## src/sv/rgba_box_filter_3x3_macros.svh

```systemverilog
// ----------------------------------------------------------------------------
// rgba_box_filter_3x3 assertion macros
// Shared concurrent assertion shorthands, clocked on clk_i, idle in reset.
// ----------------------------------------------------------------------------
`ifndef RGBA_BOX_FILTER_3X3_MACROS_SVH
`define RGBA_BOX_FILTER_3X3_MACROS_SVH

// antecedent implies consequent in the same cycle
`define RBF_ASSERT_IMP(label, ante, cons, msg) \
  label: assert property (@(posedge clk_i) disable iff (!rst_ni) (ante) |-> (cons)) \
    else $error(msg);

// antecedent implies consequent in the next cycle
`define RBF_ASSERT_NXT(label, ante, cons, msg) \
  label: assert property (@(posedge clk_i) disable iff (!rst_ni) (ante) |=> (cons)) \
    else $error(msg);

`endif

```

## src/sv/rbf_pkg.sv

```systemverilog
// ----------------------------------------------------------------------------
// rbf_pkg
// Constants, codes and types shared by the RGBA 3x3 box filter modules.
// ----------------------------------------------------------------------------
package rbf_pkg;

  localparam int MAX_WIDTH  = 1024;
  localparam int MAX_HEIGHT = 4096;

  localparam int COL_W    = $clog2(MAX_WIDTH);
  localparam int WIDTH_W  = $clog2(MAX_WIDTH + 1);
  localparam int HEIGHT_W = $clog2(MAX_HEIGHT + 1);
  localparam int IROW_W   = HEIGHT_W;
  localparam int POS_W    = $clog2(MAX_WIDTH * MAX_HEIGHT);
  localparam int TOT_W    = POS_W + 1;
  localparam int DCNT_W   = $clog2(POS_W + 1);

  localparam int CFG_IDX_W  = 1;
  localparam int CFG_W_BITS = 11;
  localparam int CFG_H_BITS = 13;
  localparam int CFG_DATA_W = 13;

  localparam int CH_W   = 8;
  localparam int NUM_CH = 4;
  localparam int PIX_W  = CH_W * NUM_CH;
  localparam int TAPS   = 9;
  localparam int SUM_W  = 12;

  // floor(x / 9) == (x * 7282) >> 16 for x below 2^12
  localparam int          RECIP_W  = 13;
  localparam int          RECIP_SH = 16;
  localparam logic [12:0] RECIP9   = 13'd7282;

  localparam int WIDTH_RST  = 640;
  localparam int HEIGHT_RST = 480;

  localparam logic CMD_PIXEL = 1'b0;
  localparam logic CMD_FLUSH = 1'b1;

  localparam logic [CFG_IDX_W-1:0] REG_WIDTH  = 1'b0;
  localparam logic [CFG_IDX_W-1:0] REG_HEIGHT = 1'b1;

  typedef struct packed {
    logic top;
    logic bot;
    logic left;
    logic right;
    logic row_last;
    logic frame_last;
  } pos_flags_t;

  typedef struct packed {
    logic [COL_W-1:0] col;
    logic [PIX_W-1:0] px;
    logic             emit;
    pos_flags_t       fl;
  } adv_t;

  typedef logic [NUM_CH-1:0][SUM_W-1:0] sums_t;
  typedef logic [NUM_CH-1:0][CH_W-1:0]  chans_t;
  typedef logic [TAPS-1:0][PIX_W-1:0]   window_t;

endpackage

```

## src/sv/rbf_dpath.sv

```systemverilog
// ----------------------------------------------------------------------------
// rbf_dpath
// Line store read-modify-write with same-address forwarding, 3x3 window,
// edge-replicated channel sums, divide by nine and the output register.
// ----------------------------------------------------------------------------
module rbf_dpath import rbf_pkg::*; (
  input  logic               clk_i,
  input  logic               rst_ni,
  input  logic               adv_i,
  input  adv_t               adv_info_i,
  input  logic [2*PIX_W-1:0] ram_rdata_i,
  output logic               ram_we_o,
  output logic [COL_W-1:0]   ram_waddr_o,
  output logic [2*PIX_W-1:0] ram_wdata_o,
  output logic               s2_en_o,
  input  logic               out_ready_i,
  output logic               out_valid_o,
  output chans_t             out_ch_o,
  output logic               row_last_o,
  output logic               frame_last_o
);

  localparam int PROD_W = SUM_W + RECIP_W;

  logic             v2_q, v3_q, v4_q, v5_q;
  adv_t             s2_q;
  logic             fwd_q;
  logic [PIX_W-1:0] fwd_near_q, fwd_far_q;
  window_t          win_q;
  pos_flags_t       fl3_q, fl4_q, fl5_q;
  sums_t            sum4_q, sum_d;
  chans_t           out_q, quo_d;

  logic             en2, en3, en4, en5, done2;
  logic [PIX_W-1:0] near_old, far_old;
  logic [PROD_W-1:0] prod [NUM_CH];

  assign en5   = !v5_q || out_ready_i;
  assign en4   = !v4_q || en5;
  assign en3   = !v3_q || en4;
  assign en2   = !v2_q || en3;
  assign done2 = v2_q && en3;

  assign near_old = fwd_q ? fwd_near_q : ram_rdata_i[PIX_W-1:0];
  assign far_old  = fwd_q ? fwd_far_q  : ram_rdata_i[2*PIX_W-1:PIX_W];

  assign ram_we_o    = done2;
  assign ram_waddr_o = s2_q.col;
  assign ram_wdata_o = {near_old, s2_q.px};
  assign s2_en_o     = en2;

  always_comb begin
    int rr;
    int cc;
    sum_d = '0;
    for (int ch = 0; ch < NUM_CH; ch++) begin
      for (int ri = 0; ri < 3; ri++) begin
        for (int ci = 0; ci < 3; ci++) begin
          rr = ri;
          cc = ci;
          if (ri == 0 && fl3_q.top) rr = 1;
          if (ri == 2 && fl3_q.bot) rr = 1;
          if (ci == 0 && fl3_q.left) cc = 1;
          if (ci == 2 && fl3_q.right) cc = 1;
          sum_d[ch] = sum_d[ch] + SUM_W'(win_q[rr*3 + cc][ch*CH_W +: CH_W]);
        end
      end
    end
  end

  always_comb begin
    for (int ch = 0; ch < NUM_CH; ch++) begin
      prod[ch]  = PROD_W'(sum4_q[ch]) * PROD_W'(RECIP9);
      quo_d[ch] = prod[ch][RECIP_SH +: CH_W];
    end
  end

  always_ff @(posedge clk_i or negedge rst_ni) begin
    if (!rst_ni) begin
      v2_q  <= 1'b0;
      v3_q  <= 1'b0;
      v4_q  <= 1'b0;
      v5_q  <= 1'b0;
      fwd_q <= 1'b0;
      win_q <= '0;
    end else begin
      if (en2) begin
        v2_q <= adv_i;
      end
      if (adv_i) begin
        fwd_q <= done2 && (adv_info_i.col == s2_q.col);
      end
      if (done2) begin
        for (int k = 0; k < 3; k++) begin
          win_q[k*3]     <= win_q[k*3 + 1];
          win_q[k*3 + 1] <= win_q[k*3 + 2];
        end
        win_q[2] <= far_old;
        win_q[5] <= near_old;
        win_q[8] <= s2_q.px;
      end
      if (en3) begin
        v3_q <= done2 && s2_q.emit;
      end
      if (en4) begin
        v4_q <= v3_q;
      end
      if (en5) begin
        v5_q <= v4_q;
      end
    end
  end

  always_ff @(posedge clk_i) begin
    if (adv_i) begin
      s2_q       <= adv_info_i;
      fwd_near_q <= s2_q.px;
      fwd_far_q  <= near_old;
    end
    if (done2) begin
      fl3_q <= s2_q.fl;
    end
    if (v3_q && en4) begin
      sum4_q <= sum_d;
      fl4_q  <= fl3_q;
    end
    if (v4_q && en5) begin
      out_q <= quo_d;
      fl5_q <= fl4_q;
    end
  end

  assign out_valid_o  = v5_q;
  assign out_ch_o     = out_q;
  assign row_last_o   = fl5_q.row_last;
  assign frame_last_o = fl5_q.frame_last;

endmodule

```

## config.mk

```make
export PLATFORM = sky130hd
export DESIGN_NAME = rbf_dpath
export DESIGN_NICKNAME = d
export VERILOG_FILES = /design/src/sv/rgba_box_filter_3x3_macros.svh /design/src/sv/rbf_pkg.sv /design/src/sv/rbf_dpath.sv
export SDC_FILE = /design/constraint.sdc
export NUM_CORES = 2
export LEC_CHECK = 0
export BUFFER_PORTS_ARGS = -buffer_cell sky130_fd_sc_hd__buf_2
export CORE_AREA = 4 4 303 245
export DETAILED_ROUTE_END_ITERATION = 8
export DIE_AREA = 0 0 307 249
export GPL_TIMING_DRIVEN = 0
export PLACE_DENSITY = 0.78
export REMOVE_ABC_BUFFERS = 1
export SYNTH_ARGS = -nofsm -noshare
export SYNTH_HDL_FRONTEND = slang
export SYNTH_SLANG_ARGS = --single-unit
```

## constraint.sdc

```tcl
create_clock -name clk_i -period 8.3 [get_ports clk_i]
set_input_delay 0.83 -clock clk_i [delete_from_list [all_inputs] [get_ports clk_i]]
set_output_delay 0.83 -clock clk_i [all_outputs]
set_load 0.01 [all_outputs]
```

# [Word level (Yosys, flattened, before mapping)]
# Index checks and enable logic that the tools add are counted.
[word_totals] register_bits=496 wordCells=141 inputBits=117 out_inout_bits=111
[op_classes] magnitude_cmp=8 n_addsub=40 reduce_logical=13 n_eq_ne=1 n_mux=30 mul=6
[ops] operator="binary-select mux 32 bit (select 4 bit)" count=8
[ops] operator="2-to-1 mux 32 bit" count=18
[ops] operator="less-than comparator 32 x 6 -> 1 bit (second input constant)" count=8
[ops] operator="adder 12 x 8 -> 12 bit" count=16
[ops] operator="multiplier 12 x 12 -> 23 bit (second input constant)" count=4
[ops] operator="adder 3 x 32 -> 32 bit (first input constant)" count=2
[ops] operator="adder 32 x 2 -> 32 bit (second input constant)" count=2
[ops] operator="adder 11 x 8 -> 12 bit" count=4
[ops] operator="adder 10 x 8 -> 11 bit" count=4
[ops] operator="adder 9 x 8 -> 10 bit" count=4
[ops] operator="adder 8 x 8 -> 9 bit" count=4
[ops] operator="adder 32 x 2 -> 32 bit" count=1
[ops] operator="adder 32 bit" count=1
[ops] operator="adder 4 x 32 -> 32 bit" count=1
[ops] operator="equality test 10 bit" count=1
[ops] operator="adder 4 x 2 -> 5 bit" count=1
[ops] operator="logical AND 1 bit" count=5
[ops] operator="zero test 1 bit" count=4
[ops] operator="logical OR 1 bit" count=4
[ops] operator="multiplier 2 x 2 -> 4 bit (second input constant)" count=1
[ops] operator="2-to-1 mux 2 bit" count=2
[ops] operator="multiplier 1 x 2 -> 3 bit (second input constant)" count=1
[ops] operator="2-to-1 mux 1 bit" count=2

# [Longest topological paths before layout]
[logic_depth] word_depth=14 ltp_mapped=28

# [Worst setup path after synthesis]
# OpenSTA, ideal clock, no wires.
[synth_path] path_kind="reg2reg" startpoint="register fl3_q[2] (netlist name)" endpoint="register sum4_q[34] (netlist name), data pin" path_slack_ps=1845 n_path_buf=5 arrival_ps=6190 path_stages_with_launch=27 required_ps=8035 synth_period_minus_slack_ps=6455 cell_sequence="edfxtp_1 clkbuf_1 buf_1 inv_1 ha_1 buf_4 buf_2 nor3_1 clkbuf_1 a21oi_1 fa_1 inv_1 fa_1 fa_1 inv_1 fa_1 inv_1 ha_1 inv_1 fa_1 inv_1 a21oi_1 o21bai_1 a21o_1 a21oi_1 o21ai_0 xor2_1"
[synth_lines] element="start, declared" line="rbf_dpath.sv:30" source="pos_flags_t fl3_q, fl4_q, fl5_q;"
[synth_lines] element="start signal, assigned" line="rbf_dpath.sv:121" source="fl3_q <= s2_q.fl;"
[synth_lines] element="end signal, assigned" line="rbf_dpath.sv:124" source="sum4_q <= sum_d;"
[synth_lines] element="end, declared" line="rbf_dpath.sv:31" source="sums_t sum4_q, sum_d;"

==> summary.txt <==
Synth
  – Largest area contributor in the netlist: dfrtp_1
  – Post-synth top area share: 0.173
  – Avg Inst Size Synth: 11.3 sq um
  – Synth top area cells: dfrtp_1 (17%), fa_1 (16%), edfxtp_1 (14%)
  – Synth Area in XOR/XNOR: 0.0169
  – Synth Warn #: 0
  – Yosys reg bits: 496
  – Distinct cell type count after synthesis: 56
  – Largest family of logic cells by synthesized area: adder cells
  – Synth Area in Compound Gates: 0.0424
  – Synthesized-area fraction occupied by adder cells: 0.253
  – Synth Cell Area: 0.0425 sq mm
  – Sequential element share of the synthesized area: 0.316
  – Mux share of post-synthesis cell area: 0.215
  – Cells after synthesis: 3752
  – Synthesized-area fraction occupied by and/or/nand/nor cells: 0.0783

STA
  – Setup TNS: 0 ps
  – Skew final: 19.6 ps
  – Max Slew Vio Count: 0
  – Min Tclk post-route: 7730 ps
  – RSZ-0062 raised after global routing: false
  – Final hold slack: 232 ps
  – Period utilization: 0.931
  – Hold Violations, Final: 0
  – Peak Freq: 129 MHz
  – # setup viols final: 0
  – Final worst slack: 575 ps
  – Actual slew at the worst max-slew pin: about 1000 ps
  – Normalized max-slew margin: 0.336

Cells and area
  – Most frequent cells in the layout: nand2_1 (739), inv_1 (556), fa_1 (336)
  – # diodes: 0
  – Fraction of layout cells with a size suffix above 1: 0.194
  – Area Growth Syn to Fin: 9.54%
  – Most common cell after layout, fill and taps aside: nand2_1
  – Final #Nets: 4616
  – Post-layout util: 0.651

Drt
  – Met2 routed WL: approximately 46000 um
  – Drc violations: 0
  – Via/cell ratio: 5.94
  – WL/cell: a little over 20 um
  – DR WL met3: about 9700 um
  – Pre-Repair DR Iteration Count: 6
  – Starting DRC count in detailed routing: 2511
  – ANT nets after route: 0
  – Vias: 28700
  – Met1 wire length: 40800 um
  – Routed WL: 100000 um
  – Uppermost routed layer: met5

Floorplanning
  – Initial Util: 0.594
  – Ports: ~230
  – Die Ht: 249 um
  – Core area: 0.0715 sq mm
  – Rows: 88
  – Die X-Extent: 307 um
  – Die area: 0.0764 sq mm

Setup path
  – CP Capture Type: flip-flop
  – CP max FO: 33
  – FF-to-FF Start: fl3_q[2]$_DFFE_PP_
  – Crit path kind: reg2reg
  – Arr. time, crit path: 8070 ps
  – Worst Path Required: 8640 ps
  – Worst Setup SP: fl3_q[2]$_DFFE_PP_
  – Nature of the critical path startpoint: flip-flop

Place
  – I/O Buffers: 227
  – Detail Placement HPWL: approximately 69000 um
  – Place WS: 480 ps
  – Gpl congestion: between 0.8 and 0.9

Clock network
  – CTS tree: built
  – Clock transition at path regs: about 60 ps
  – Cts bufs inserted: 52
  – # hold bufs at CTS: 0
  – H-tree depth: 2
  – Clk_lat worst skew: 620 ps
  – CTS Root Cell: clkbuf_16
  – CTS sink cnt: 496
  – CTS Buffer Depth: 3

Global route
  – Largest net degree at the start of global routing: ~110
  – GRT Total Usage: 0.267
  – Overflow after GRT: 0
  – Vias in the first global route: 29900
  – Initial antenna violation count: 1
  – Global-route wire length before repair: 162000 um

Outcome
  – Status: completed

Job
  – Max-cap violations: 0

Worst hold path
  – Type of the worst min-delay path: in2async
==> per-stage QoR <==
step,area [sq um],instances
2_1_floorplan,41200,3517
3_3_place_gp,43500,4689
3_5_place_dp,44700,4729
4_1_cts,46500,4827
5_1_grt,46500,4830
6_report,46500,4830
==> worst max-delay path, stage by stage (launching register included) <==
cell and delay (ps):
edfxtp_1 480, buf_16 220, buf_16 170, inv_1 250, ha_4 860, nand2_1 140
nor3_2 540, buf_6 230, buf_6 170, a21oi_1 110, fa_1 540, inv_1 50
fa_1 490, inv_1 50, fa_1 440, fa_1 450, inv_1 70, ha_1 170
inv_1 70, fa_1 450, inv_1 70, a21oi_1 120, o21bai_1 280, a21o_1 170
a21oi_1 90, o21ai_0 220, xor2_1 480
==> layout make-up <==
cell class,instances,area [sq um]
Clock buffer,69,1450
Sequential cell,496,13400
Tap cell,945,1180
Inverter,558,2100
Multi-Input combinational cell,2463,25900
Clock inverter,29,342
Timing Repair Buffer,270,2150
Fill cell,5203,24900
==> logic make-up after synthesis <==
| group | after synthesis |
|---|---|
| simple gates | 850 |
| buf+inv | 793 |
| fa+ha+maj | 658 |
| mux | 576 |
| flops | 496 |
| compound gates | 297 |
| xor+xnor | 82 |
==> cell usage after synthesis, drive strengths merged <==
cell / n
ha: 322
mux4: 256
a21oi: 86
mux2i: 206
nand3b: 1
a2bb2oi: 1
o21ai: 112
nor2b: 8
dfrtp: 293
o2111ai: 1
a211o: 2
a21boi: 2
edfxtp: 203
a31oi: 6
o211ai: 5
mux2: 114
xnor2: 55
and3: 1
and2: 2
nand2: 741
nand3: 8
o41ai: 1
nor2: 55
inv: 558
buf: 166
nand2b: 5
o22ai: 3
or3: 3
clkbuf: 69
nor4: 1
o31ai: 4
fa: 336
nor3: 13
o221a: 1
or2: 1
a21bo: 1
o21bai: 10
o21a: 4
a211oi: 5
xor2: 27
a22oi: 33
nand4: 11
a21o: 20
==> final timing paths <==
check / end / slack (ps) / cells after the start
setup / recovery: sum4_q[34]$_DFFE_PP_ / 570 / 26
hold / removal: win_q[175]$_DFFE_PN0P_ / 230 / 1
setup reg to reg: sum4_q[34]$_DFFE_PP_ / 570 / 26
hold reg to reg: fl3_q[5]$_DFFE_PP_ / 420 / 0
max in group asynchronous: win_q[35]$_DFFE_PN0P_ / 6980 / 2
min in group clk_i: ram_wdata_o[29]$_DFFE_PP_ / 370 / 1
==> metal layers <==
layer,up-vias,track usage
li1,12800,-
met1,14300,0.372
met2,1332,0.414
met3,251,0.0698
met4,2,0.0878
met5,-,0
==> registers in the layout, indices dropped and copies added, names as in the netlist, 2 cells and up <==
register     cells
fl4_q            2
fwd_far_q       32
win_q          288
sum4_q          48
fl3_q            6
out_ch_o        32
fwd_near_q      32
s2_q             7
ram_waddr_o     10
ram_wdata_o     32
==> what timing repair did <==
| action | 4_1_cts | 5_1_grt |
|---|---|---|
| setup buffers | 0 | 3 |
| gates resized for setup | 0 | 1 |
| setup endpoints to repair | 0 | 1 |
Power is not shown: default switching activity piles up to over one toggle a cycle in this logic, so the estimate is an artifact.
