<file path="config.mk">
export PLATFORM = sky130hd
export DESIGN_NAME = rbf_ctrl
export DESIGN_NICKNAME = d
export VERILOG_FILES = /design/src/sv/rgba_box_filter_3x3_macros.svh /design/src/sv/rbf_pkg.sv /design/src/sv/rbf_ctrl.sv
export SDC_FILE = /design/constraint.sdc
export NUM_CORES = 1
export LEC_CHECK = 0
export ABC_CLOCK_PERIOD_IN_PS = 7300
export BUFFER_PORTS_ARGS = -buffer_cell sky130_fd_sc_hd__buf_2
export CAP_MARGIN = 20
export CORE_MARGIN = 1
export CORE_UTILIZATION = 60
export CTS_BUF_LIST = sky130_fd_sc_hd__clkbuf_8
export DETAILED_ROUTE_END_ITERATION = 10
export HOLD_SLACK_MARGIN = 0.03
export PLACE_DENSITY = 0.89
export REMOVE_ABC_BUFFERS = 1
export SYNTH_ARGS = -nofsm -noshare
export SYNTH_HDL_FRONTEND = slang
export SYNTH_SLANG_ARGS = --single-unit
</file>
<file path="constraint.sdc">
create_clock -name clk_i -period 7.3 [get_ports clk_i]
set_input_delay 0.73 -clock clk_i [delete_from_list [all_inputs] [get_ports clk_i]]
set_output_delay 0.73 -clock clk_i [all_outputs]
set_load 0.05 [all_outputs]
</file>
<file path="src/sv/rgba_box_filter_3x3_macros.svh">
// ----------------------------------------------------------------------------
// rgba_box_filter_3x3 assertion macros
// Shared concurrent assertion shorthands, clocked on clk_i, idle in reset.
// ----------------------------------------------------------------------------
`ifndef RGBA_BOX_FILTER_3X3_MACROS_SVH
`define RGBA_BOX_FILTER_3X3_MACROS_SVH

// antecedent implies consequent in the same cycle
`define RBF_ASSERT_IMP(label, ante, cons, msg) \
  label: assert property (@(posedge clk_i) disable iff (!rst_ni) (ante) |-> (cons)) \
    else $error(msg);

// antecedent implies consequent in the next cycle
`define RBF_ASSERT_NXT(label, ante, cons, msg) \
  label: assert property (@(posedge clk_i) disable iff (!rst_ni) (ante) |=> (cons)) \
    else $error(msg);

`endif

</file>
<file path="src/sv/rbf_pkg.sv">
// ----------------------------------------------------------------------------
// rbf_pkg
// Constants, codes and types shared by the RGBA 3x3 box filter modules.
// ----------------------------------------------------------------------------
package rbf_pkg;

  localparam int MAX_WIDTH  = 1024;
  localparam int MAX_HEIGHT = 4096;

  localparam int COL_W    = $clog2(MAX_WIDTH);
  localparam int WIDTH_W  = $clog2(MAX_WIDTH + 1);
  localparam int HEIGHT_W = $clog2(MAX_HEIGHT + 1);
  localparam int IROW_W   = HEIGHT_W;
  localparam int POS_W    = $clog2(MAX_WIDTH * MAX_HEIGHT);
  localparam int TOT_W    = POS_W + 1;
  localparam int DCNT_W   = $clog2(POS_W + 1);

  localparam int CFG_IDX_W  = 1;
  localparam int CFG_W_BITS = 11;
  localparam int CFG_H_BITS = 13;
  localparam int CFG_DATA_W = 13;

  localparam int CH_W   = 8;
  localparam int NUM_CH = 4;
  localparam int PIX_W  = CH_W * NUM_CH;
  localparam int TAPS   = 9;
  localparam int SUM_W  = 12;

  // floor(x / 9) == (x * 7282) >> 16 for x below 2^12
  localparam int          RECIP_W  = 13;
  localparam int          RECIP_SH = 16;
  localparam logic [12:0] RECIP9   = 13'd7282;

  localparam int WIDTH_RST  = 640;
  localparam int HEIGHT_RST = 480;

  localparam logic CMD_PIXEL = 1'b0;
  localparam logic CMD_FLUSH = 1'b1;

  localparam logic [CFG_IDX_W-1:0] REG_WIDTH  = 1'b0;
  localparam logic [CFG_IDX_W-1:0] REG_HEIGHT = 1'b1;

  typedef struct packed {
    logic top;
    logic bot;
    logic left;
    logic right;
    logic row_last;
    logic frame_last;
  } pos_flags_t;

  typedef struct packed {
    logic [COL_W-1:0] col;
    logic [PIX_W-1:0] px;
    logic             emit;
    pos_flags_t       fl;
  } adv_t;

  typedef logic [NUM_CH-1:0][SUM_W-1:0] sums_t;
  typedef logic [NUM_CH-1:0][CH_W-1:0]  chans_t;
  typedef logic [TAPS-1:0][PIX_W-1:0]   window_t;

endpackage

</file>
<file path="src/sv/rbf_ctrl.sv">
// ----------------------------------------------------------------------------
// rbf_ctrl
// Frame counters, configuration and input handshake. Decides per transaction
// whether the window advances and which edge cases the emitted pixel has.
// A serial divider rebuilds the output row/column after a config write.
// ----------------------------------------------------------------------------
module rbf_ctrl import rbf_pkg::*; (
  input  logic                  clk_i,
  input  logic                  rst_ni,
  input  logic                  cfg_we_i,
  input  logic [CFG_IDX_W-1:0]  cfg_idx_i,
  input  logic [CFG_DATA_W-1:0] cfg_wdata_i,
  input  logic                  in_valid_i,
  output logic                  in_ready_o,
  input  logic                  cmd_i,
  input  logic [PIX_W-1:0]      px_i,
  input  logic                  s2_en_i,
  output logic                  adv_o,
  output adv_t                  adv_info_o
);

  logic [WIDTH_W-1:0]  w_q, w_d;
  logic [HEIGHT_W-1:0] h_q, h_d;
  logic [TOT_W-1:0]    total_q;
  logic [COL_W-1:0]    in_col_q, in_col_d;
  logic [IROW_W-1:0]   in_row_q, in_row_d;
  logic [POS_W-1:0]    pos_q, pos_d;
  logic [POS_W-1:0]    orow_q, orow_d;
  logic [COL_W-1:0]    ocol_q, ocol_d;
  logic                inject_q, inject_d;
  logic                busy_q, busy_d;
  logic [DCNT_W-1:0]   dcnt_q, dcnt_d;
  logic [WIDTH_W-1:0]  drem_q, drem_d;
  logic [POS_W-1:0]    dquo_q, dquo_d;

  logic                is_pix, row_done, flush_ok, take, adv, clr_pre, emit;
  logic [COL_W-1:0]    b_col, b_ocol;
  logic [IROW_W-1:0]   b_row;
  logic [POS_W-1:0]    b_pos, b_orow;
  logic [WIDTH_W-1:0]  col_p1, ocol_p1;
  logic                col_wrap;
  logic [TOT_W-1:0]    pos_p1;
  pos_flags_t          fl;
  logic [WIDTH_W:0]    trial, diff;
  logic                ge;
  logic [WIDTH_W-1:0]  rem_next;
  logic [POS_W-1:0]    quo_next;
  logic [CFG_W_BITS-1:0] wraw;
  logic [CFG_H_BITS-1:0] hraw;

  assign is_pix   = (cmd_i == CMD_PIXEL);
  assign row_done = (in_row_q >= h_q);
  assign flush_ok = row_done && ({1'b0, pos_q} < total_q);

  assign in_ready_o = s2_en_i && !busy_q && !inject_q;
  assign take       = in_valid_i && in_ready_o;
  assign adv        = inject_q ? s2_en_i : (take && (is_pix || flush_ok));
  assign clr_pre    = !inject_q && take && is_pix && row_done;

  assign b_col  = clr_pre ? '0 : in_col_q;
  assign b_row  = clr_pre ? '0 : in_row_q;
  assign b_pos  = clr_pre ? '0 : pos_q;
  assign b_orow = clr_pre ? '0 : orow_q;
  assign b_ocol = clr_pre ? '0 : ocol_q;

  assign emit     = (b_row >= IROW_W'(2)) || ((b_row == IROW_W'(1)) && (b_col != '0));
  assign col_p1   = WIDTH_W'(b_col) + WIDTH_W'(1);
  assign col_wrap = (col_p1 >= w_q);
  assign ocol_p1  = WIDTH_W'(b_ocol) + WIDTH_W'(1);
  assign pos_p1   = TOT_W'(b_pos) + TOT_W'(1);

  assign fl.top        = (b_orow == '0);
  assign fl.bot        = ((TOT_W'(b_orow) + TOT_W'(1)) >= TOT_W'(h_q));
  assign fl.left       = (b_ocol == '0);
  assign fl.right      = (ocol_p1 >= w_q);
  assign fl.row_last   = fl.right;
  assign fl.frame_last = (pos_p1 >= total_q);

  assign adv_o           = adv;
  assign adv_info_o.col  = b_col;
  assign adv_info_o.px   = (!inject_q && is_pix) ? px_i : '0;
  assign adv_info_o.emit = emit;
  assign adv_info_o.fl   = fl;

  // restoring division step: pos / width
  assign trial    = {drem_q, dquo_q[POS_W-1]};
  assign diff     = trial - {1'b0, w_q};
  assign ge       = (trial >= {1'b0, w_q});
  assign rem_next = ge ? diff[WIDTH_W-1:0] : trial[WIDTH_W-1:0];
  assign quo_next = {dquo_q[POS_W-2:0], ge};

  assign wraw = cfg_wdata_i[CFG_W_BITS-1:0];
  assign hraw = cfg_wdata_i[CFG_H_BITS-1:0];

  always_comb begin
    w_d      = w_q;
    h_d      = h_q;
    in_col_d = in_col_q;
    in_row_d = in_row_q;
    pos_d    = pos_q;
    orow_d   = orow_q;
    ocol_d   = ocol_q;
    inject_d = inject_q;
    busy_d   = busy_q;
    dcnt_d   = dcnt_q;
    drem_d   = drem_q;
    dquo_d   = dquo_q;

    if (adv) begin
      in_col_d = col_wrap ? '0 : col_p1[COL_W-1:0];
      in_row_d = col_wrap ? b_row + IROW_W'(1) : b_row;
      pos_d    = b_pos;
      orow_d   = b_orow;
      ocol_d   = b_ocol;
      if (emit) begin
        if (fl.frame_last) begin
          in_col_d = '0;
          in_row_d = '0;
          pos_d    = '0;
          orow_d   = '0;
          ocol_d   = '0;
        end else begin
          pos_d = pos_p1[POS_W-1:0];
          if (fl.right) begin
            ocol_d = '0;
            orow_d = b_orow + POS_W'(1);
          end else begin
            ocol_d = ocol_p1[COL_W-1:0];
          end
        end
      end
    end

    // single-row frame: first flush needs a second window step
    if (inject_q && s2_en_i) begin
      inject_d = 1'b0;
    end else if (take && !is_pix && flush_ok && !emit) begin
      inject_d = 1'b1;
    end

    if (busy_q) begin
      drem_d = rem_next;
      dquo_d = quo_next;
      dcnt_d = dcnt_q + DCNT_W'(1);
      if (dcnt_q == DCNT_W'(POS_W - 1)) begin
        busy_d = 1'b0;
        orow_d = quo_next;
        ocol_d = rem_next[COL_W-1:0];
      end
    end

    if (cfg_we_i) begin
      case (cfg_idx_i)
        REG_WIDTH: begin
          if (wraw == '0) begin
            w_d = WIDTH_W'(1);
          end else if (32'(wraw) > 32'(MAX_WIDTH)) begin
            w_d = WIDTH_W'(MAX_WIDTH);
          end else begin
            w_d = WIDTH_W'(wraw);
          end
        end
        REG_HEIGHT: begin
          if (hraw == '0) begin
            h_d = HEIGHT_W'(1);
          end else if (32'(hraw) > 32'(MAX_HEIGHT)) begin
            h_d = HEIGHT_W'(MAX_HEIGHT);
          end else begin
            h_d = HEIGHT_W'(hraw);
          end
        end
        default: begin
        end
      endcase
      busy_d = 1'b1;
      dcnt_d = '0;
      drem_d = '0;
      dquo_d = pos_q;
    end
  end

  always_ff @(posedge clk_i or negedge rst_ni) begin
    if (!rst_ni) begin
      w_q      <= WIDTH_W'(WIDTH_RST);
      h_q      <= HEIGHT_W'(HEIGHT_RST);
      total_q  <= TOT_W'(WIDTH_RST * HEIGHT_RST);
      in_col_q <= '0;
      in_row_q <= '0;
      pos_q    <= '0;
      orow_q   <= '0;
      ocol_q   <= '0;
      inject_q <= 1'b0;
      busy_q   <= 1'b0;
      dcnt_q   <= '0;
      drem_q   <= '0;
      dquo_q   <= '0;
    end else begin
      w_q      <= w_d;
      h_q      <= h_d;
      total_q  <= TOT_W'(h_q) * TOT_W'(w_q);
      in_col_q <= in_col_d;
      in_row_q <= in_row_d;
      pos_q    <= pos_d;
      orow_q   <= orow_d;
      ocol_q   <= ocol_d;
      inject_q <= inject_d;
      busy_q   <= busy_d;
      dcnt_q   <= dcnt_d;
      drem_q   <= drem_d;
      dquo_q   <= dquo_d;
    end
  end

endmodule

</file>
**Word level (Yosys, flattened, before mapping)**

Index checks and enable logic that the tools add are counted.

- $mul: 1
- Muxes and demuxes: 43
- Reductions and logical operators: 28
- Bitwise logic cells: 2
- Equality and inequality tests: 2
- $add $sub $neg: 8
- $lt $le $gt $ge: 10

Operators by type and width:

| cell | count |
|---|---|
| two-way mux 22 bit | 12 |
| two-way mux 10 bit | 11 |
| two-way mux 13 bit | 6 |
| two-way mux 11 bit | 5 |
| adder 22 x 1 -> 23 bit (second input constant) | 2 |
| two-way mux 32 bit | 1 |
| greater-or-equal comparator 23 x 13 -> 1 bit | 1 |
| greater-or-equal comparator 23 bit | 1 |
| < comparator 22 x 23 -> 1 bit | 1 |
| multiplier 13 x 11 -> 23 bit | 1 |
| adder 10 x 1 -> 11 bit (second input constant) | 2 |
| adder 22 x 1 -> 22 bit (second input constant) | 1 |
| greater-or-equal comparator 11 bit | 2 |
| zero test 22 bit | 1 |
| logical AND 1 bit | 14 |
| adder 13 x 1 -> 13 bit (second input constant) | 1 |
| equality test 13 x 1 -> 1 bit (second input constant) | 1 |
| greater-or-equal comparator 13 bit | 1 |
| greater-or-equal comparator 13 x 2 -> 1 bit (second input constant) | 1 |
| greater-than comparator 13 bit (second input constant) | 1 |
| zero test 13 bit | 1 |
| greater-or-equal comparator 12 x 11 -> 1 bit | 1 |
| greater-than comparator 11 bit (second input constant) | 1 |
| zero test 11 bit | 1 |
| 12 further kinds | 24 |

- Output and inout port bits: 51
- Bits in registers: 164
- Word-level logic and storage cells: 107

**Depth between registers and ports, before layout**

- Word-level depth: 16
- Mapped depth: 32

**Worst setup path after synthesis**

No wires, ideal clock.

- Path kind: reg-to-output
- Start point: register h_q[6]
- End point: output port adv_info_o[0] (netlist name)
- Arrival: 5.901 ns
- Cell stages (with the launch flop): 29
- Setup slack: 0.669 ns
- Data required time: 6.570 ns
- Cell sequence: dfstp_2 clkbuf_1 inv_1 ha_1 and4_1 nor2b_1 a41o_1 o211ai_4 buf_2 buf_2 buf_2 buf_2 and2_1 ha_1 nand3_1 nor2_1 and2_1 and4_1 nand3_1 xor2_1 nor2_1 ha_1 nand4_1 or2_2 nor2_1 a211o_1 nand2_1 nand2_1 clkbuf_1

RTL lines:

| item | line | source |
|---|---|---|
| start, declared | rbf_ctrl.sv:23 | `logic [HEIGHT_W-1:0] h_q, h_d;` |
| start signal, assigned | rbf_ctrl.sv:185 | `h_q <= HEIGHT_W'(HEIGHT_RST);` |
| end, declared | rbf_ctrl.sv:19 | `output adv_t adv_info_o` |

==> results_tabular.tex <==
\begin{tabular}{lr}
\hline
Metric & Value \\
\hline
\multicolumn{2}{l}{\textbf{Status}} \\
\quad Outcome & complete, but fails checks \\
\quad Violations in the final reports & DRC \\
\multicolumn{2}{l}{\textbf{Die}} \\
\quad Number of placement rows & 59 \\
\quad Std-Cell Core Area & 0.0261 mm\^{}2 \\
\quad I/O Pins & 103 \\
\quad Overall die area & 0.0274 mm\^{}2 \\
\quad Starting utilization of the core area & 61.4\% \\
\quad DIE HEIGHT & 165 um \\
\quad Horizontal extent of the die & 165 um \\
\multicolumn{2}{l}{\textbf{Synthesis}} \\
\quad Synth cell types & 79 \\
\quad Share of flip-flops with an asynchronous set or reset after synthesis & 100\% \\
\quad Count of warnings emitted by yosys & 0 \\
\quad Main synth FF type & sky130\_fd\_sc\_hd\_\_dfrtp\_1 \\
\quad Number of storage elements in the synthesis netlist & 164 \\
\quad Synth Instances & 1861 \\
\quad Area of the mapped netlist & 0.0160 mm\^{}2 \\
\quad Cell type with the highest aggregate area in the netlist & sky130\_fd\_sc\_hd\_\_dfrtp\_1 \\
\quad Biggest area contributors in the synthesized netlist & sky130\_fd\_sc\_hd\_\_dfrtp\_1 (24\%), sky130\_fd\_sc\_hd\_\_ha\_1 (14\%), sky130\_fd\_sc\_hd\_\_fa\_1 (12\%) \\
\quad Share of the synthesized area in the top cell type & 24.0\% \\
\quad Post-synth EDFFs & 0 \\
\quad Fraction of the yosys area taken by sequential cells & 25.7\% \\
\quad Syn Area/Cell & 8.62 um\^{}2 \\
\multicolumn{2}{l}{\textbf{Worst setup path}} \\
\quad CP max FO & 35 \\
\quad Reg2Reg Setup Slack & 0.63 ns \\
\quad Top cell family by delay on the critical path & simple AND/OR/NAND/NOR gates \\
\quad Data required time at the worst endpoint & 6.57 ns \\
\quad Category of the most critical setup path & flop to primary output \\
\quad Worst Setup End Kind & primary output \\
\quad Cell-by-cell trace of the critical path & inv\_1, ha\_1, a21o\_1, a211o\_1, or2\_1, o211ai\_4, buf\_6, nand2\_1, inv\_1, ha\_1, and3\_1, nand3\_1, or3\_1, a21oi\_1, ha\_1, a21oi\_1, nor2b\_1, o21ai\_0, nand2b\_1, a21oi\_1, nor2b\_1, nor4\_1, a31oi\_1, buf\_2 \\
\quad Critical Path Stages & 24 \\
\quad Slowest cell delay on critical path & 0.51 ns \\
\quad Data arrival at the endpoint of the critical path & 6.34 ns \\
\quad Worst Reg-to-Reg Cells & 24 \\
\quad Library cell contributing the largest single delay on the critical path & sky130\_fd\_sc\_hd\_\_dfrtp\_2 \\
\quad Worst setup SP type & flop \\
\quad Buffer and inverter count on the worst path & 4 \\
\multicolumn{2}{l}{\textbf{Clock tree}} \\
\quad Cell chosen for the clock root & sky130\_fd\_sc\_hd\_\_clkbuf\_8 \\
\quad Total clock buffers created by CTS & 17 \\
\quad Clock latency at the later pin of the worst-skew pair & 0.50 ns \\
\quad TritonCTS sink count & 164 \\
\quad \# H-tree levels & 4 \\
\quad Buffer count from post-CTS setup fixing & 0 \\
\quad TritonCTS clock tree & built \\
\quad Clock transition time at the flip-flop clock pins of the worst setup and hold paths & 0.12 ns \\
\quad Buffer depth of the longest clock path & 2 \\
\multicolumn{2}{l}{\textbf{STA}} \\
\quad Measured slew at the worst slew-check pin & 1.04 ns \\
\quad Final Critical Period & 7.07 ns \\
\quad Share of the clock period used by the worst path after layout & 96.8\% \\
\quad Post-route worst hold slack & 0.321 ns \\
\quad Final-report setup violation count & 0 \\
\quad Final Skew & 0.0292 ns \\
\quad Final Max Tran Viols & 0 \\
\quad Achievable clock frequency & 141 MHz \\
\quad Final-report hold violation count & 0 \\
\quad Setup repair after global routing missed its margin & no \\
\quad Worst max-slew margin expressed relative to the limit & 30.5\% \\
\quad Total negative setup slack & 0 ns \\
\multicolumn{2}{l}{\textbf{Layout}} \\
\quad Area added between synthesis and finish & 7.33\% \\
\quad Area occupied by registers & 0.00412 mm\^{}2 \\
\quad Commonest cells after routing, fill and taps aside & sky130\_fd\_sc\_hd\_\_nand2\_1 (218), sky130\_fd\_sc\_hd\_\_inv\_1 (175), sky130\_fd\_sc\_hd\_\_ha\_1 (174) \\
\quad Proportion of layout cells with a drive suffix above 1 & 9.82\% \\
\quad Count of fill cells added during filler insertion & 2116 \\
\quad Area of the multi-input gates & 0.0109 mm\^{}2 \\
\quad Commonest non-fill, non-tap cell in the layout & sky130\_fd\_sc\_hd\_\_nand2\_1 \\
\quad Final Non-Filler Cells & 2260 \\
\quad Antenna diode instance count & 0 \\
\quad Number of nets in the finished design & 2236 \\
\multicolumn{2}{l}{\textbf{GRT}} \\
\quad Maximum number of pins on one net before global-route repair & 104 \\
\quad Wire length of the first global-routing pass & 72400 um \\
\quad Total global routing track utilization & 34.2\% \\
\quad Number of antenna violations at the first check in global routing & 1 \\
\quad Aggregate global routing overflow & 0 \\
\quad Via count of the first global-routing pass & 14100 \\
\multicolumn{2}{l}{\textbf{Flow run}} \\
\quad Number of maximum-capacitance constraint violations & 0 \\
\multicolumn{2}{l}{\textbf{Routing}} \\
\quad Antenna viol nets, final & 0 \\
\quad Average wire length per cell after detail routing & 20.0 um \\
\quad Via count & 14400 \\
\quad Final routed wirelength across all metal layers & 45200 um \\
\quad DRC violation total after the first TritonRoute iteration & 1886 \\
\quad Final routed DRC violation total & 36 \\
\quad First drt pass iteration count & 10 \\
\quad Via-per-instance ratio & 6.36 \\
\multicolumn{2}{l}{\textbf{Power}} \\
\quad Worst IR Drop VDD & 0.190 mV \\
\quad Power per cell area & 204 mW/mm\^{}2 \\
\quad Sum of internal, switching and leakage power & 3510 uW \\
\quad Static power due to leakage & 0.00854 uW \\
\multicolumn{2}{l}{\textbf{Min path}} \\
\quad Type of the most critical hold path & input pin to asynchronous set/reset pin \\
\multicolumn{2}{l}{\textbf{Placed design}} \\
\quad \# placed instances & 2226 \\
\quad Gpl congestion & 0.980 \\
\quad Port buffer count & 102 \\
\quad Dpl hpwl & 33400 um \\
\hline
\end{tabular}
## through the flow
| step | utilization [%] | setup slack [ns] | instance area, um^2 |
|---|---|---|---|
| after global placement | 64.2 | 0.988 | 16800 |
| after global routing | 65.9 | 0.0449 | 17200 |
| after detailed placement | 64.2 | 0.739 | 16800 |
| final | 65.9 | 0.231 | 17200 |
| after floorplan | - | -0.584 | 15700 |
| after CTS | 65.7 | 0.210 | 17200 |
## cell type report
| cell class | count | share of cell area [%] |
|---|---|---|
| Clock buffer | 17 | 1.36 |
| Clock inverter | 15 | 0.916 |
| Inverter | 179 | 3.90 |
| Multi-Input combinational cell | 1429 | 63.4 |
| Sequential cell | 164 | 23.9 |
| Tap cell | 335 | 2.44 |
| Timing Repair Buffer | 121 | 4.01 |
## synth_stat cells, types with 15 or more instances
cell,count
sky130_fd_sc_hd__a22o_1,34
sky130_fd_sc_hd__o211ai_1,16
sky130_fd_sc_hd__a31oi_1,15
sky130_fd_sc_hd__nand4_1,24
sky130_fd_sc_hd__nor2_1,157
sky130_fd_sc_hd__nand2_1,218
sky130_fd_sc_hd__dfrtp_1,154
sky130_fd_sc_hd__a21oi_1,88
sky130_fd_sc_hd__a211oi_1,20
sky130_fd_sc_hd__xor2_1,33
sky130_fd_sc_hd__nand2b_1,26
sky130_fd_sc_hd__ha_1,174
sky130_fd_sc_hd__mux2i_1,31
sky130_fd_sc_hd__clkbuf_1,72
sky130_fd_sc_hd__nor4_1,18
sky130_fd_sc_hd__a21o_1,17
sky130_fd_sc_hd__and3_1,18
sky130_fd_sc_hd__nor2b_1,18
sky130_fd_sc_hd__and2_1,62
sky130_fd_sc_hd__nand3_1,53
sky130_fd_sc_hd__o21ai_0,95
sky130_fd_sc_hd__fa_1,98
sky130_fd_sc_hd__inv_1,175
sky130_fd_sc_hd__nor3_1,25
sky130_fd_sc_hd__xnor2_1,47
## power breakdown
group | internal [uW] | total (uW) | switching (uW)
Clock | 257 | 691 | 434
Combinational | 640 | 1660 | 1020
Sequential | 1030 | 1150 | 127
Total | 1920 | 3510 | 1580
## cells by family (layout without fill, tap and decap cells)
family | Yosys count | in the layout | share of synthesized area, %
AO/OA/AOI/OAI | 378 | 378 | 15.6
XOR/XNOR | 80 | 80 | 4.37
adder cells (fa/ha/maj) | 274 | 274 | 25.9
buffers and inverters | 268 | 332 | 6.39
flip-flops | 164 | 164 | 25.7
multiplexers | 35 | 35 | 2.22
AND/OR/NAND/NOR | 662 | 662 | 19.8
## layer usage
layer  part of all wire (%)  vias up  GRT usage (%)
met3                     10      151           7.54
met5                      0        -              0
met2                     45      850           53.8
li1                       -     6517              -
met4                    4.2        0           14.6
met1                     41     6847           45.3
## sequential cells by signal, indices dropped and copies added, names as in the netlist
signal    cells
dquo_q       22
orow_q       22
pos_q        22
drem_q       11
total_q      23
in_col_q     10
dcnt_q        5
ocol_q       10
busy_q        1
w_q          11
h_q          13
inject_q      1
in_row_q     13
## what timing repair did
action	4_1_cts	5_1_grt
gates resized for setup	0	2
setup endpoints to repair	0	2
hold buffers	0	0
## final timing paths
path | start | endpoint
min in group clk_i | s2_en_i | inject_q
max reg2reg | h_q[10] | in_col_q[4]
min reg2reg | in_col_q[7] | in_col_q[7]
max in group asynchronous | rst_ni | busy_q
max | h_q[10] | adv_info_o[4]
min | rst_ni | total_q[8]
## worst reg2reg max path: cells and delay by family, from the launching register on
family | cells | cell delay, ns
simple gates | 11 | 2.88
xor+xnor | 1 | 0.18
flops | 1 | 0.51
buf+inv | 1 | 0.17
compound gates | 8 | 1.98
fa+ha+maj | 3 | 0.86
(Power assumes the default switching activity.)
